==> config.mk <==
export PLATFORM = sky130hd
export DESIGN_NAME = fixed_timestep_accumulator
export DESIGN_NICKNAME = d
export VERILOG_FILES = /design/src/fta_pkg.sv /design/src/fixed_timestep_accumulator.sv /design/src/fta_sequencer.sv /design/src/fta_datapath.sv
export SDC_FILE = /design/constraint.sdc
export NUM_CORES = 2
export LEC_CHECK = 0
export BUFFER_PORTS_ARGS = -buffer_cell sky130_fd_sc_hd__buf_2
export CAP_MARGIN = 0
export CORE_MARGIN = 2
export CORE_UTILIZATION = 58
export CTS_CLUSTER_SIZE = 8
export DETAILED_ROUTE_END_ITERATION = 6
export PLACE_DENSITY = 0.76
export SLEW_MARGIN = 15
export SYNTH_ARGS = -nofsm -noshare
export SYNTH_HDL_FRONTEND = slang
export SYNTH_HIERARCHICAL = 1
export SYNTH_SLANG_ARGS = --single-unit
==> constraint.sdc <==
create_clock -name clk -period 12.05 [get_ports clk]
set_clock_uncertainty 0.1 [all_clocks]
set_input_delay 1.205 -clock clk [delete_from_list [all_inputs] [get_ports clk]]
set_output_delay 1.205 -clock clk [all_outputs]
set_load 0.005 [all_outputs]
==> src/fta_pkg.sv <==
// types, codes, constants and microcode for the fixed-timestep accumulator
`default_nettype none

package fta_pkg;

  localparam logic [31:0] DEFAULT_STEP    = 32'd17476;
  localparam logic [7:0]  MAX_STEPS_LIMIT = 8'd255;
  localparam int          OUT_TIME_W      = 48;
  localparam int          ACC_W           = 48;
  localparam int          STEPQ_W         = 40;

  typedef enum logic [1:0] {
    OP_ADVANCE   = 2'd0,
    OP_CONSUME   = 2'd1,
    OP_STEP_ONCE = 2'd2,
    OP_CLEAR     = 2'd3
  } op_t;

  typedef enum logic [1:0] {
    CFG_FIXED_STEP  = 2'd0,
    CFG_TIME_SCALE  = 2'd1,
    CFG_MAX_STEPS   = 2'd2,
    CFG_PAUSED_MODE = 2'd3
  } cfg_idx_t;

  typedef struct packed {
    op_t                op;
    logic signed [31:0] delta;
  } in_req_t;

  typedef struct packed {
    logic [7:0]  due_steps;
    logic        step_taken;
    logic        backlog_dropped;
    logic [15:0] alpha_frac;
    logic [47:0] sim_time;
    logic [47:0] real_time;
    logic [31:0] step_count;
  } out_req_t;

  typedef enum logic [3:0] {
    UOP_EXEC,
    UOP_MUL,
    UOP_ADD,
    UOP_OVF,
    UOP_DIV,
    UOP_DRAIN,
    UOP_AINIT,
    UOP_ASTEP,
    UOP_DONE
  } uop_t;

  typedef enum logic [1:0] {
    JMP_NONE,
    JMP_SKIP,
    JMP_LOOP
  } jcond_t;

  typedef struct packed {
    uop_t       uop;
    jcond_t     jcond;
    logic [3:0] target;
    logic       cnt_load;
    logic [3:0] cnt_init;
  } uword_t;

  typedef struct packed {
    logic       en;
    uop_t       uop;
    logic [3:0] cnt;
  } ctrl_t;

  typedef struct packed {
    logic skip_div;
  } status_t;

  localparam logic [3:0] PC_EXEC  = 4'd0;
  localparam logic [3:0] PC_MUL   = 4'd1;
  localparam logic [3:0] PC_ADD   = 4'd2;
  localparam logic [3:0] PC_OVF   = 4'd3;
  localparam logic [3:0] PC_DIV   = 4'd4;
  localparam logic [3:0] PC_DRAIN = 4'd5;
  localparam logic [3:0] PC_AINIT = 4'd6;
  localparam logic [3:0] PC_ASTEP = 4'd7;
  localparam logic [3:0] PC_DONE  = 4'd8;

  localparam logic [3:0] DRAIN_BITS_M1 = 4'd8;
  localparam logic [3:0] ALPHA_BITS_M1 = 4'd15;

  function automatic uword_t ucode_rom(input logic [3:0] pc);
    uword_t w;
    w = '{uop: UOP_DONE, jcond: JMP_NONE, target: PC_DONE, cnt_load: 1'b0, cnt_init: 4'd0};
    case (pc)
      PC_EXEC:  w = '{UOP_EXEC,  JMP_SKIP, PC_AINIT, 1'b0, 4'd0};
      PC_MUL:   w = '{UOP_MUL,   JMP_NONE, PC_ADD,   1'b0, 4'd0};
      PC_ADD:   w = '{UOP_ADD,   JMP_NONE, PC_OVF,   1'b0, 4'd0};
      PC_OVF:   w = '{UOP_OVF,   JMP_NONE, PC_DIV,   1'b1, DRAIN_BITS_M1};
      PC_DIV:   w = '{UOP_DIV,   JMP_LOOP, PC_DIV,   1'b0, 4'd0};
      PC_DRAIN: w = '{UOP_DRAIN, JMP_NONE, PC_AINIT, 1'b0, 4'd0};
      PC_AINIT: w = '{UOP_AINIT, JMP_NONE, PC_ASTEP, 1'b1, ALPHA_BITS_M1};
      PC_ASTEP: w = '{UOP_ASTEP, JMP_LOOP, PC_ASTEP, 1'b0, 4'd0};
      PC_DONE:  w = '{UOP_DONE,  JMP_NONE, PC_DONE,  1'b0, 4'd0};
      default:  w = '{UOP_DONE,  JMP_NONE, PC_DONE,  1'b0, 4'd0};
    endcase
    return w;
  endfunction

endpackage

`default_nettype wire

==> src/fixed_timestep_accumulator.sv <==
// top level of the fixed-timestep accumulator; it takes one request at a time
// an advance that accumulates runs exec, multiply, add, overflow check, a 9-step
// divide loop, drain, fraction init, a 16-step fraction loop and done; other
// requests go from exec to fraction init; each loop has its own compare-subtract
// a finished result waits in the output register while the next request is taken
// synchronous active-low reset: registers to defaults, times and counts to zero
`default_nettype none

module fixed_timestep_accumulator #(
  parameter int TIME_WIDTH = 48
) (
  input  wire logic              clk,
  input  wire logic              rst_n,
  input  wire logic              cfg_we,
  input  wire logic [1:0]        cfg_index,
  input  wire logic [31:0]       cfg_wdata,
  input  wire logic              in_valid,
  output logic                   in_ready,
  input  wire fta_pkg::in_req_t  in_data,
  output logic                   out_valid,
  input  wire logic              out_ready,
  output fta_pkg::out_req_t      out_data
);

  fta_pkg::ctrl_t    ctrl;
  fta_pkg::status_t  stat;
  fta_pkg::out_req_t res;
  logic              done;
  logic              idle;
  logic              in_fire;
  logic              out_free;
  logic              out_valid_r, out_valid_nxt;
  fta_pkg::out_req_t out_data_r;

  assign in_ready  = idle;
  assign in_fire   = in_valid && idle;
  assign out_free  = !out_valid_r || out_ready;
  assign out_valid = out_valid_r;
  assign out_data  = out_data_r;

  fta_sequencer u_seq (
    .clk      (clk),
    .rst_n    (rst_n),
    .start    (in_fire),
    .out_free (out_free),
    .stat     (stat),
    .ctrl     (ctrl),
    .done     (done),
    .idle     (idle)
  );

  fta_datapath #(
    .TIME_WIDTH (TIME_WIDTH)
  ) u_dp (
    .clk       (clk),
    .rst_n     (rst_n),
    .cfg_we    (cfg_we),
    .cfg_index (cfg_index),
    .cfg_wdata (cfg_wdata),
    .load      (in_fire),
    .req       (in_data),
    .ctrl      (ctrl),
    .stat      (stat),
    .res       (res)
  );

  always_comb begin
    out_valid_nxt = out_valid_r;
    if (done) begin
      out_valid_nxt = 1'b1;
    end else if (out_ready) begin
      out_valid_nxt = 1'b0;
    end
  end

  always_ff @(posedge clk) begin
    if (!rst_n) begin
      out_valid_r <= 1'b0;
    end else begin
      out_valid_r <= out_valid_nxt;
    end
  end

  always_ff @(posedge clk) begin
    if (done) begin
      out_data_r <= res;
    end
  end

endmodule

`default_nettype wire

==> src/fta_sequencer.sv <==
// microcode sequencer: step counter, loop counter and conditional jumps
`default_nettype none

module fta_sequencer (
  input  wire logic            clk,
  input  wire logic            rst_n,
  input  wire logic            start,
  input  wire logic            out_free,
  input  wire fta_pkg::status_t stat,
  output fta_pkg::ctrl_t       ctrl,
  output logic                 done,
  output logic                 idle
);

  logic       busy_r, busy_nxt;
  logic [3:0] pc_r, pc_nxt;
  logic [3:0] cnt_r, cnt_nxt;
  fta_pkg::uword_t uw;
  logic       stall;
  logic       jmp;

  always_comb begin
    uw    = fta_pkg::ucode_rom(pc_r);
    stall = (uw.uop == fta_pkg::UOP_DONE) && !out_free;
    jmp   = ((uw.jcond == fta_pkg::JMP_SKIP) && stat.skip_div) ||
            ((uw.jcond == fta_pkg::JMP_LOOP) && (cnt_r != 4'd0));
    busy_nxt = busy_r;
    pc_nxt   = pc_r;
    cnt_nxt  = cnt_r;
    done     = 1'b0;
    if (!busy_r) begin
      if (start) begin
        busy_nxt = 1'b1;
        pc_nxt   = fta_pkg::PC_EXEC;
      end
    end else if (!stall) begin
      if (uw.uop == fta_pkg::UOP_DONE) begin
        busy_nxt = 1'b0;
        done     = 1'b1;
      end else begin
        pc_nxt = jmp ? uw.target : 4'(pc_r + 4'd1);
      end
      if (uw.cnt_load) begin
        cnt_nxt = uw.cnt_init;
      end else if ((uw.jcond == fta_pkg::JMP_LOOP) && (cnt_r != 4'd0)) begin
        cnt_nxt = 4'(cnt_r - 4'd1);
      end
    end
    ctrl.en  = busy_r && !stall;
    ctrl.uop = uw.uop;
    ctrl.cnt = cnt_r;
    idle     = !busy_r;
  end

  always_ff @(posedge clk) begin
    if (!rst_n) begin
      busy_r <= 1'b0;
      pc_r   <= fta_pkg::PC_EXEC;
      cnt_r  <= 4'd0;
    end else begin
      busy_r <= busy_nxt;
      pc_r   <= pc_nxt;
      cnt_r  <= cnt_nxt;
    end
  end

endmodule

`default_nettype wire

==> src/fta_datapath.sv <==
// datapath: config registers, clocks, accumulator, divide and fraction steps
`default_nettype none

module fta_datapath #(
  parameter int TIME_WIDTH = 48
) (
  input  wire logic              clk,
  input  wire logic              rst_n,
  input  wire logic              cfg_we,
  input  wire logic [1:0]        cfg_index,
  input  wire logic [31:0]       cfg_wdata,
  input  wire logic              load,
  input  wire fta_pkg::in_req_t  req,
  input  wire fta_pkg::ctrl_t    ctrl,
  output fta_pkg::status_t       stat,
  output fta_pkg::out_req_t      res
);

  localparam int WIDE_W = (TIME_WIDTH > fta_pkg::OUT_TIME_W) ? TIME_WIDTH : fta_pkg::OUT_TIME_W;
  localparam int ACC_W  = fta_pkg::ACC_W;
  localparam int SQ_W   = fta_pkg::STEPQ_W;

  logic [31:0] fixed_step_r;
  logic [15:0] time_scale_r;
  logic [7:0]  max_steps_r;
  logic        paused_r;

  fta_pkg::op_t op_r;
  logic [31:0]  delta_r;

  logic [46:0]           prod_r, prod_nxt;
  logic [ACC_W-1:0]      acc_r, acc_nxt;
  logic [ACC_W-1:0]      rem_r, rem_nxt;
  logic [8:0]            q_r, q_nxt;
  logic                  ovf_r, ovf_nxt;
  logic                  sat_r, sat_nxt;
  logic [15:0]           alpha_r, alpha_nxt;
  logic [7:0]            due_r, due_nxt;
  logic                  taken_r, taken_nxt;
  logic                  dropped_r, dropped_nxt;
  logic [TIME_WIDTH-1:0] sim_r, sim_nxt;
  logic [TIME_WIDTH-1:0] real_r, real_nxt;
  logic [31:0]           steps_r, steps_nxt;

  logic [31:0]      step_eff;
  logic [SQ_W-1:0]  stepq;
  logic [7:0]       lim;
  logic [7:0]       m1;
  logic [ACC_W-1:0] div_sh;
  logic [SQ_W:0]    a_try;
  logic [WIDE_W-1:0] sim_wide, real_wide;

  always_comb begin
    step_eff = (fixed_step_r == 32'd0) ? fta_pkg::DEFAULT_STEP : fixed_step_r;
    stepq    = {step_eff, 8'd0};
    m1       = (max_steps_r == 8'd0) ? 8'd1 : max_steps_r;
    lim      = (m1 > fta_pkg::MAX_STEPS_LIMIT) ? fta_pkg::MAX_STEPS_LIMIT : m1;
    div_sh   = {8'd0, stepq} << ctrl.cnt;
    a_try    = {rem_r[SQ_W-1:0], 1'b0};
    stat.skip_div = !((op_r == fta_pkg::OP_ADVANCE) && !delta_r[31] && !paused_r);
  end

  always_comb begin
    prod_nxt    = prod_r;
    acc_nxt     = acc_r;
    rem_nxt     = rem_r;
    q_nxt       = q_r;
    ovf_nxt     = ovf_r;
    sat_nxt     = sat_r;
    alpha_nxt   = alpha_r;
    due_nxt     = due_r;
    taken_nxt   = taken_r;
    dropped_nxt = dropped_r;
    sim_nxt     = sim_r;
    real_nxt    = real_r;
    steps_nxt   = steps_r;
    if (ctrl.en) begin
      case (ctrl.uop)
        fta_pkg::UOP_EXEC: begin
          taken_nxt   = 1'b0;
          dropped_nxt = 1'b0;
          case (op_r)
            fta_pkg::OP_ADVANCE: begin
              if (!delta_r[31]) begin
                real_nxt = real_r + TIME_WIDTH'(delta_r[30:0]);
              end
            end
            fta_pkg::OP_CONSUME: begin
              if (due_r != 8'd0) begin
                due_nxt   = due_r - 8'd1;
                sim_nxt   = sim_r + TIME_WIDTH'(step_eff);
                steps_nxt = steps_r + 32'd1;
                taken_nxt = 1'b1;
              end
            end
            fta_pkg::OP_STEP_ONCE: begin
              sim_nxt   = sim_r + TIME_WIDTH'(step_eff);
              steps_nxt = steps_r + 32'd1;
            end
            fta_pkg::OP_CLEAR: begin
              due_nxt   = 8'd0;
              acc_nxt   = '0;
              sim_nxt   = '0;
              real_nxt  = '0;
              steps_nxt = 32'd0;
            end
            default: begin
              due_nxt = due_r;
            end
          endcase
        end
        fta_pkg::UOP_MUL: begin
          prod_nxt = {16'd0, delta_r[30:0]} * {31'd0, time_scale_r};
        end
        fta_pkg::UOP_ADD: begin
          acc_nxt = acc_r + ACC_W'(prod_r);
        end
        fta_pkg::UOP_OVF: begin
          ovf_nxt = {1'b0, acc_r} >= {stepq, 9'd0};
          rem_nxt = acc_r;
          q_nxt   = 9'd0;
        end
        fta_pkg::UOP_DIV: begin
          if (rem_r >= div_sh) begin
            rem_nxt = rem_r - div_sh;
            q_nxt   = {q_r[7:0], 1'b1};
          end else begin
            q_nxt   = {q_r[7:0], 1'b0};
          end
        end
        fta_pkg::UOP_DRAIN: begin
          if (ovf_r || (q_r > {1'b0, lim})) begin
            due_nxt     = lim;
            acc_nxt     = '0;
            dropped_nxt = 1'b1;
          end else begin
            due_nxt = q_r[7:0];
            acc_nxt = rem_r;
          end
        end
        fta_pkg::UOP_AINIT: begin
          sat_nxt   = acc_r >= ACC_W'(stepq);
          rem_nxt   = acc_r;
          alpha_nxt = 16'd0;
        end
        fta_pkg::UOP_ASTEP: begin
          if (a_try >= {1'b0, stepq}) begin
            rem_nxt   = ACC_W'(a_try - {1'b0, stepq});
            alpha_nxt = {alpha_r[14:0], 1'b1};
          end else begin
            rem_nxt   = ACC_W'(a_try);
            alpha_nxt = {alpha_r[14:0], 1'b0};
          end
        end
        default: begin
          rem_nxt = rem_r;
        end
      endcase
    end
  end

  always_ff @(posedge clk) begin
    if (!rst_n) begin
      fixed_step_r <= fta_pkg::DEFAULT_STEP;
      time_scale_r <= 16'd256;
      max_steps_r  <= 8'd8;
      paused_r     <= 1'b0;
    end else if (cfg_we) begin
      case (cfg_index)
        fta_pkg::CFG_FIXED_STEP:  fixed_step_r <= cfg_wdata;
        fta_pkg::CFG_TIME_SCALE:  time_scale_r <= cfg_wdata[15:0];
        fta_pkg::CFG_MAX_STEPS:   max_steps_r  <= cfg_wdata[7:0];
        fta_pkg::CFG_PAUSED_MODE: paused_r     <= cfg_wdata[0];
        default:                  paused_r     <= paused_r;
      endcase
    end
  end

  always_ff @(posedge clk) begin
    if (!rst_n) begin
      acc_r     <= '0;
      due_r     <= 8'd0;
      sim_r     <= '0;
      real_r    <= '0;
      steps_r   <= 32'd0;
      taken_r   <= 1'b0;
      dropped_r <= 1'b0;
    end else begin
      acc_r     <= acc_nxt;
      due_r     <= due_nxt;
      sim_r     <= sim_nxt;
      real_r    <= real_nxt;
      steps_r   <= steps_nxt;
      taken_r   <= taken_nxt;
      dropped_r <= dropped_nxt;
    end
  end

  always_ff @(posedge clk) begin
    prod_r  <= prod_nxt;
    rem_r   <= rem_nxt;
    q_r     <= q_nxt;
    ovf_r   <= ovf_nxt;
    sat_r   <= sat_nxt;
    alpha_r <= alpha_nxt;
    if (load) begin
      op_r    <= req.op;
      delta_r <= req.delta;
    end
  end

  always_comb begin
    sim_wide            = WIDE_W'(sim_r);
    real_wide           = WIDE_W'(real_r);
    res.due_steps       = due_r;
    res.step_taken      = taken_r;
    res.backlog_dropped = dropped_r;
    res.alpha_frac      = sat_r ? 16'hFFFF : alpha_r;
    res.sim_time        = sim_wide[fta_pkg::OUT_TIME_W-1:0];
    res.real_time       = real_wide[fta_pkg::OUT_TIME_W-1:0];
    res.step_count      = steps_r;
  end

endmodule

`default_nettype wire

# Word level (Yosys, flattened, before mapping)
# Memory sizes are Yosys's and may differ from the RTL's. A register that Yosys moved wholly into a read port is not among the register bits.
# Index checks and enable logic that the tools add are counted.
[word_totals] n_memories=1 regBits=563 input_bits=73 romBits=240
[memory_table] name="(no name shown)" words=16 word_bits=15 read_ports=1 rd_ports_with_merged_regs=1 write_ports=0 line_no="fta_pkg.sv:93" text="case (pc)"
[classes] reduce_logical=53 muxes=45 n_lt_le_gt_ge=6 mul=1 bitwise_logic=1 n_eq_ne=25 n_addsub=9 n_shift=1
[ops] cell="$pmux 48 s3" n=3
[ops] cell="$mux 48" n=6
[ops] cell="$pmux 32 s3" n=1
[ops] cell="$pmux 48 s2" n=1
[ops] cell="$mux 32" n=2
[ops] cell="$ge 48x49->1" n=1
[ops] cell="$add 48x31->48" n=1
[ops] cell="$add 48x32->48" n=1
[ops] cell="$add 48x47->48" n=1
[ops] cell="$ge 48x40->1" n=1
[ops] cell="$ge 48x48->1" n=1
[ops] cell="$shl 40x4->48" n=1
[ops] cell="$sub 48x48->48" n=1
[ops] cell="$mul 31x16->47" n=1
[ops] cell="$sub 41x40->42" n=1
[ops] cell="$ge 41x40->1" n=1
[ops] cell="$mux 4" n=9
[ops] cell="$add 32x1->32 const B" n=1
[ops] cell="$logic_not 32->1" n=1
[ops] cell="$mux 8" n=4
[ops] cell="$pmux 16 s2" n=1
[ops] cell="$pmux 8 s2" n=2
[ops] cell="$reduce_and 2->1" n=10
[ops] cell="$pmux 9 s2" n=1
[ops] cell="other kinds (30)" n=88

# Longest topological paths before layout
[depth] ltp_word=12 mapped_depth=26

# Cells and area by module
# The synthesis kept the hierarchy.
[by_module_without_submodules] module="fta_datapath" area_per_inst_um2=43396.6 cells_each=5020 instances=1 seq_area_each_um2=9549.2
[by_module_without_submodules] module="fixed_timestep_accumulator" area_per_inst_um2=4679.5 cells_each=159 instances=1 seq_area_each_um2=4644.5
[by_module_without_submodules] module="fta_sequencer" area_per_inst_um2=1008.5 cells_each=108 instances=1 seq_area_each_um2=400.4

# Worst setup path before layout
# No wires, ideal clock.
[synth_path] kind="input port to flip-flop" startpoint="in out_ready" endpoint="reg out_valid_r (netlist: out_valid)" slack_ps=-733 t_arrival_ps=12589 path_stages=5 n_path_buf=0 path_cell_list="nand2b_4 inv_1 nor3_1 inv_1 a21boi_2"
[synth_between] elab_chain_cells=6 elab_cells_between_ends=7 cone_classes="mux (3); reduce/logical (4)"
[synth_lines] element="start: declaration" line_no="fixed_timestep_accumulator.sv:21" text="input wire logic out_ready,"
[synth_lines] element="$logic_or 1x1->1 *" line_no="fixed_timestep_accumulator.sv:37" text="assign out_free = !out_valid_r || out_ready;"
[synth_lines] element="$logic_not 1->1 *" line_no="fta_sequencer.sv:24" text="stall = (uw.uop == fta_pkg::UOP_DONE) && !out_free;"
[synth_lines] element="$logic_and 1x1->1 *" line_no="fta_sequencer.sv:24"
[synth_lines] element="$mux 1 *" line_no="fta_sequencer.sv:36" text="end else if (!stall) begin"
[synth_lines] element="$mux 1 *" line_no="fta_sequencer.sv:31" text="if (!busy_r) begin"
[synth_lines] element="via done" line_no="fixed_timestep_accumulator.sv:28" text="logic done;"
[synth_lines] element="$mux 1 or $reduce_bool 2->1 (tied branches)"
[synth_lines] element="end signal: assignment" line_no="fixed_timestep_accumulator.sv:80" text="out_valid_r <= out_valid_nxt;"
[synth_lines] element="end: declaration" line_no="fixed_timestep_accumulator.sv:32" text="logic out_valid_r, out_valid_nxt;"
# Mark *: on every way through the listed nets, which the timed path passes. The rest lies on a longest branch.
# A chain may end at the register's enable or synchronous reset.

# Worst setup path after layout
[layout_path] startpoint="reg u_dp.delta_r[9]" endpoint="reg u_dp.prod_r[44] (data pin)"
[layout_between] elab_chain_cells=1
[layout_lines] element="start: declaration" line_no="fta_datapath.sv:29" text="logic [31:0] delta_r;"
[layout_lines] element="start signal: assignment" line_no="fta_datapath.sv:208" text="delta_r <= req.delta;"
[layout_lines] element="$mul 31x16->47" line_no="fta_datapath.sv:113" text="prod_nxt = {16'd0, delta_r[30:0]} * {31'd0, time_scale_r};"
[layout_lines] element="end signal: assignment" line_no="fta_datapath.sv:200" text="prod_r <= prod_nxt;"
[layout_lines] element="end: declaration" line_no="fta_datapath.sv:31" text="logic [46:0] prod_r, prod_nxt;"
# No other way between the ends.

==> run_results.csv <==
group,metric,value,unit
synth,yosys-top-cells-count,"nand2_1, inv_1, fa_1",
floorplan,ios,229,
status,outcome,"complete, but fails checks",
synth,syn_area_per_cell,9.28,um^2
synth,synth_edf_count,310,
timing,hold_violations,0,
floorplan,fp.dieW,295,um
global_route,track_usage,0.316,
setup_path,crit_path_end_kind,"flop",
synth,synthTopCellsByArea,"edfxtp_1, fa_1, dfxtp_1",
synth,synth_top_area_share,0.190,
global_route,overflow,0,
floorplan,start_util,0.587,
clocking,cts_made_buffers,83,
clocking,post_cts_resized,0,
global_route,grt_pass1_vias,39400,
clocking,h-tree-depth,3,
setup_path,start_kind,"flop",
drt,drtIter0Drc,3457,
synth,ys.flop_type,"edfxtp_1",
timing,finalCritPeriodShare,0.623,
clocking,clockBufferDepth,3,
drt,via_per_inst,6.00,
timing,max_slew.worst_pin.slew,1.16,ns
drt,num_vias,39600,
global_route,antenna_found_initial,8,
status,violations,"DRC",
global_route,grt.met3_usage,0.0474,
synth,synthesis.nets,6149,
placed_design,io_buffers,228,
floorplan,die-area,87000,um^2
placed_design,dp.cells,6442,
power_and_ir_drop,powerDensity,107,nW/um^2
drt,drcViolationCount,2,
run,cap_violations,0,
clocking,post_cts_buffers,0,
global_route,met1_usage,0.416,
timing,min_period,7.51,ns
placed_design,place_congestion,0.983,
drt,firstDrtPassIters,7,
placed_design,post-dp-hpwl,104,mm
power_and_ir_drop,p_leak,23.6,nW
synth,yosysSeqAreaShare,0.297,
synth,synth_most_common_cell,"nand2_1",
floorplan,die_h,295,um
setup_path,required,12.33,ns
global_route,grt_use_met2,0.517,
synth,syn-instance-count,5287,
global_route,busiest_layer,"met2",
timing,maxSlewHeadroom,0.222,
synth,yosysWarningCount,6,
synth,yosysTopAreaCell,"edfxtp_1",
synth,synth.distinct_cells,101,
drt,ant_nets,0,
final_layout,final_nets,6255,
drt,detail_route.wl_per_cell,21.0,um
setup_path,arrival,7.79,ns
clocking,hold_buffers,0,
timing,tns,0,ns
floorplan,placementRows,106,
setup_path,cp_max_fo,17,
clocking,clock-sinks,574,
timing,rsz0062_at_grt,"no",
synth,synth_area,49100,um^2
floorplan,coreArea,83700,um^2
final_layout,final_cell_count_no_fill,6599,
timing,fmax,133,MHz
final_layout,drive_above_1_share,0.0874,
min_path,min_path_type,"flop to flop",
drt,wirelength,138,mm
final_layout,area_growth,9.15,%
clocking,insertion_delay,0.65,ns
timing,slew_viol_final,0,
synth,synthArstFlopShare,0,
clocking,root_buffer,"clkbuf_16",
clocking,cts_tree,"done",
global_route,grt_pass1_wl,216,mm
synth,synth-seq-cells,574,
timing,setup_viol,0,
global_route,grt_max_degree,80,
clocking,clk_pin_slew,0.05,ns
power_and_ir_drop,ir_drop,0.000102,V
setup_path,crit_type,"flop to flop",
-- metrics by stage --
stage	worst slack (ns)	hold WS, ns	util	power, mW	cell area (um^2)
after global placement	4.75	0.317	0.610	3.52	51100
final	4.54	0.343	0.640	5.75	53600
after floorplan	3.93	0.328	-	3.18	49100
after CTS	4.65	0.343	0.640	5.76	53500
after detailed placement	4.67	0.331	0.610	3.55	51100
after global routing	4.18	0.378	0.640	6.01	53600
-- worst max-delay path, stage by stage (launching register included) --
cell	delay [ns]
edfxtp_1	0.69
and2_1	0.32
fa_1	0.53
inv_1	0.05
fa_1	0.46
fa_1	0.52
inv_1	0.06
fa_1	0.49
fa_1	0.49
inv_1	0.05
fa_1	0.47
inv_1	0.04
ha_1	0.35
a2111oi_0	0.36
o21ai_0	0.17
a22oi_1	0.40
and3_1	0.29
o21bai_1	0.17
o221ai_1	0.37
o21ai_0	0.22
a31oi_1	0.33
o21bai_1	0.10
a21oi_1	0.18
xnor2_1	0.08
-- kinds of logic after synthesis --
logic type	synth area share
AO/OA/AOI/OAI	0.147
XOR/XNOR	0.0443
adder cells (fa/ha/maj)	0.264
buffers and inverters	0.0640
flip-flops	0.297
multiplexers	0.0183
AND/OR/NAND/NOR	0.165
-- routing by layer --
metal	part of all wire	up-vias
li1	-	18300
met1	0.41	19200
met2	0.47	1782
met3	0.078	352
met4	0.044	0
met5	0	-
-- sequential cells by signal, summed over array words and instances (netlist names), 2 cells and up --
signal	flops
u_seq/pc_r	4
u_dp/acc_r	48
u_dp/delta_r	32
u_seq/cnt_r	4
u_dp/prod_r	47
u_dp/rem_r	48
u_dp/max_steps_r	8
u_dp/alpha_r	16
u_dp/op_r	2
u_dp/fixed_step_r	32
u_dp/due_r	8
u_dp/q_r	9
u_seq/uw	11
u_dp/sim_r	48
out_data	154
u_dp/steps_r	32
u_dp/time_scale_r	16
u_dp/real_r	48
-- area by class of cell --
cell class                 count  area, um^2
clock buffer                 140        2340
timing repair buffer         283        1560
fill                        6763       30100
inverter                     561        2110
antenna                       10        25.0
multi-input combinational   3890       31400
clock inverter                 7         115
tap                         1134        1420
sequential                   574       14600
-- path summary, 6_finish.rpt --
check / start / end / depth (start not counted) / slack (ns)
worst min register to register: u_dp/taken_r / out_data[145] / 0 / 0.34
worst max-delay path: u_dp/delta_r[9] / u_dp/prod_r[44] / 23 / 4.54
worst min-delay path: u_dp/taken_r / out_data[145] / 0 / 0.34
worst max register to register: u_dp/delta_r[9] / u_dp/prod_r[44] / 23 / 4.54
-- where the power goes --
part           switching (mW)  internal, mW
registers              0.0741          2.13
logic                   0.811         0.527
clock network           0.884          1.32
-- placed cells by master, fill, tap and decap left out, types with 32 or more instances in the layout --
master | netlist | layout
dfxtp_1 | 264 | 263
xnor2_1 | 142 | 142
o21bai_1 | 32 | 32
ha_1 | 381 | 381
nor2b_1 | 92 | 92
nor2_1 | 245 | 242
nand4_1 | 56 | 56
nor3_1 | 41 | 39
nand3_1 | 85 | 85
and2_1 | 261 | 260
buf_2 | 11 | 227
fa_1 | 408 | 408
or2_2 | 42 | 42
a21o_1 | 133 | 133
a21boi_0 | 40 | 40
edfxtp_1 | 310 | 310
clkbuf_1 | 233 | 54
mux2i_1 | 74 | 74
clkbuf_16 | 0 | 85
a22oi_1 | 86 | 86
and3_1 | 39 | 39
xor2_1 | 106 | 106
inv_1 | 560 | 560
buf_4 | 6 | 56
nand2_1 | 654 | 654
a21oi_1 | 300 | 300
o21ai_0 | 241 | 240
Note: power is estimated with default switching activity, not from simulation.
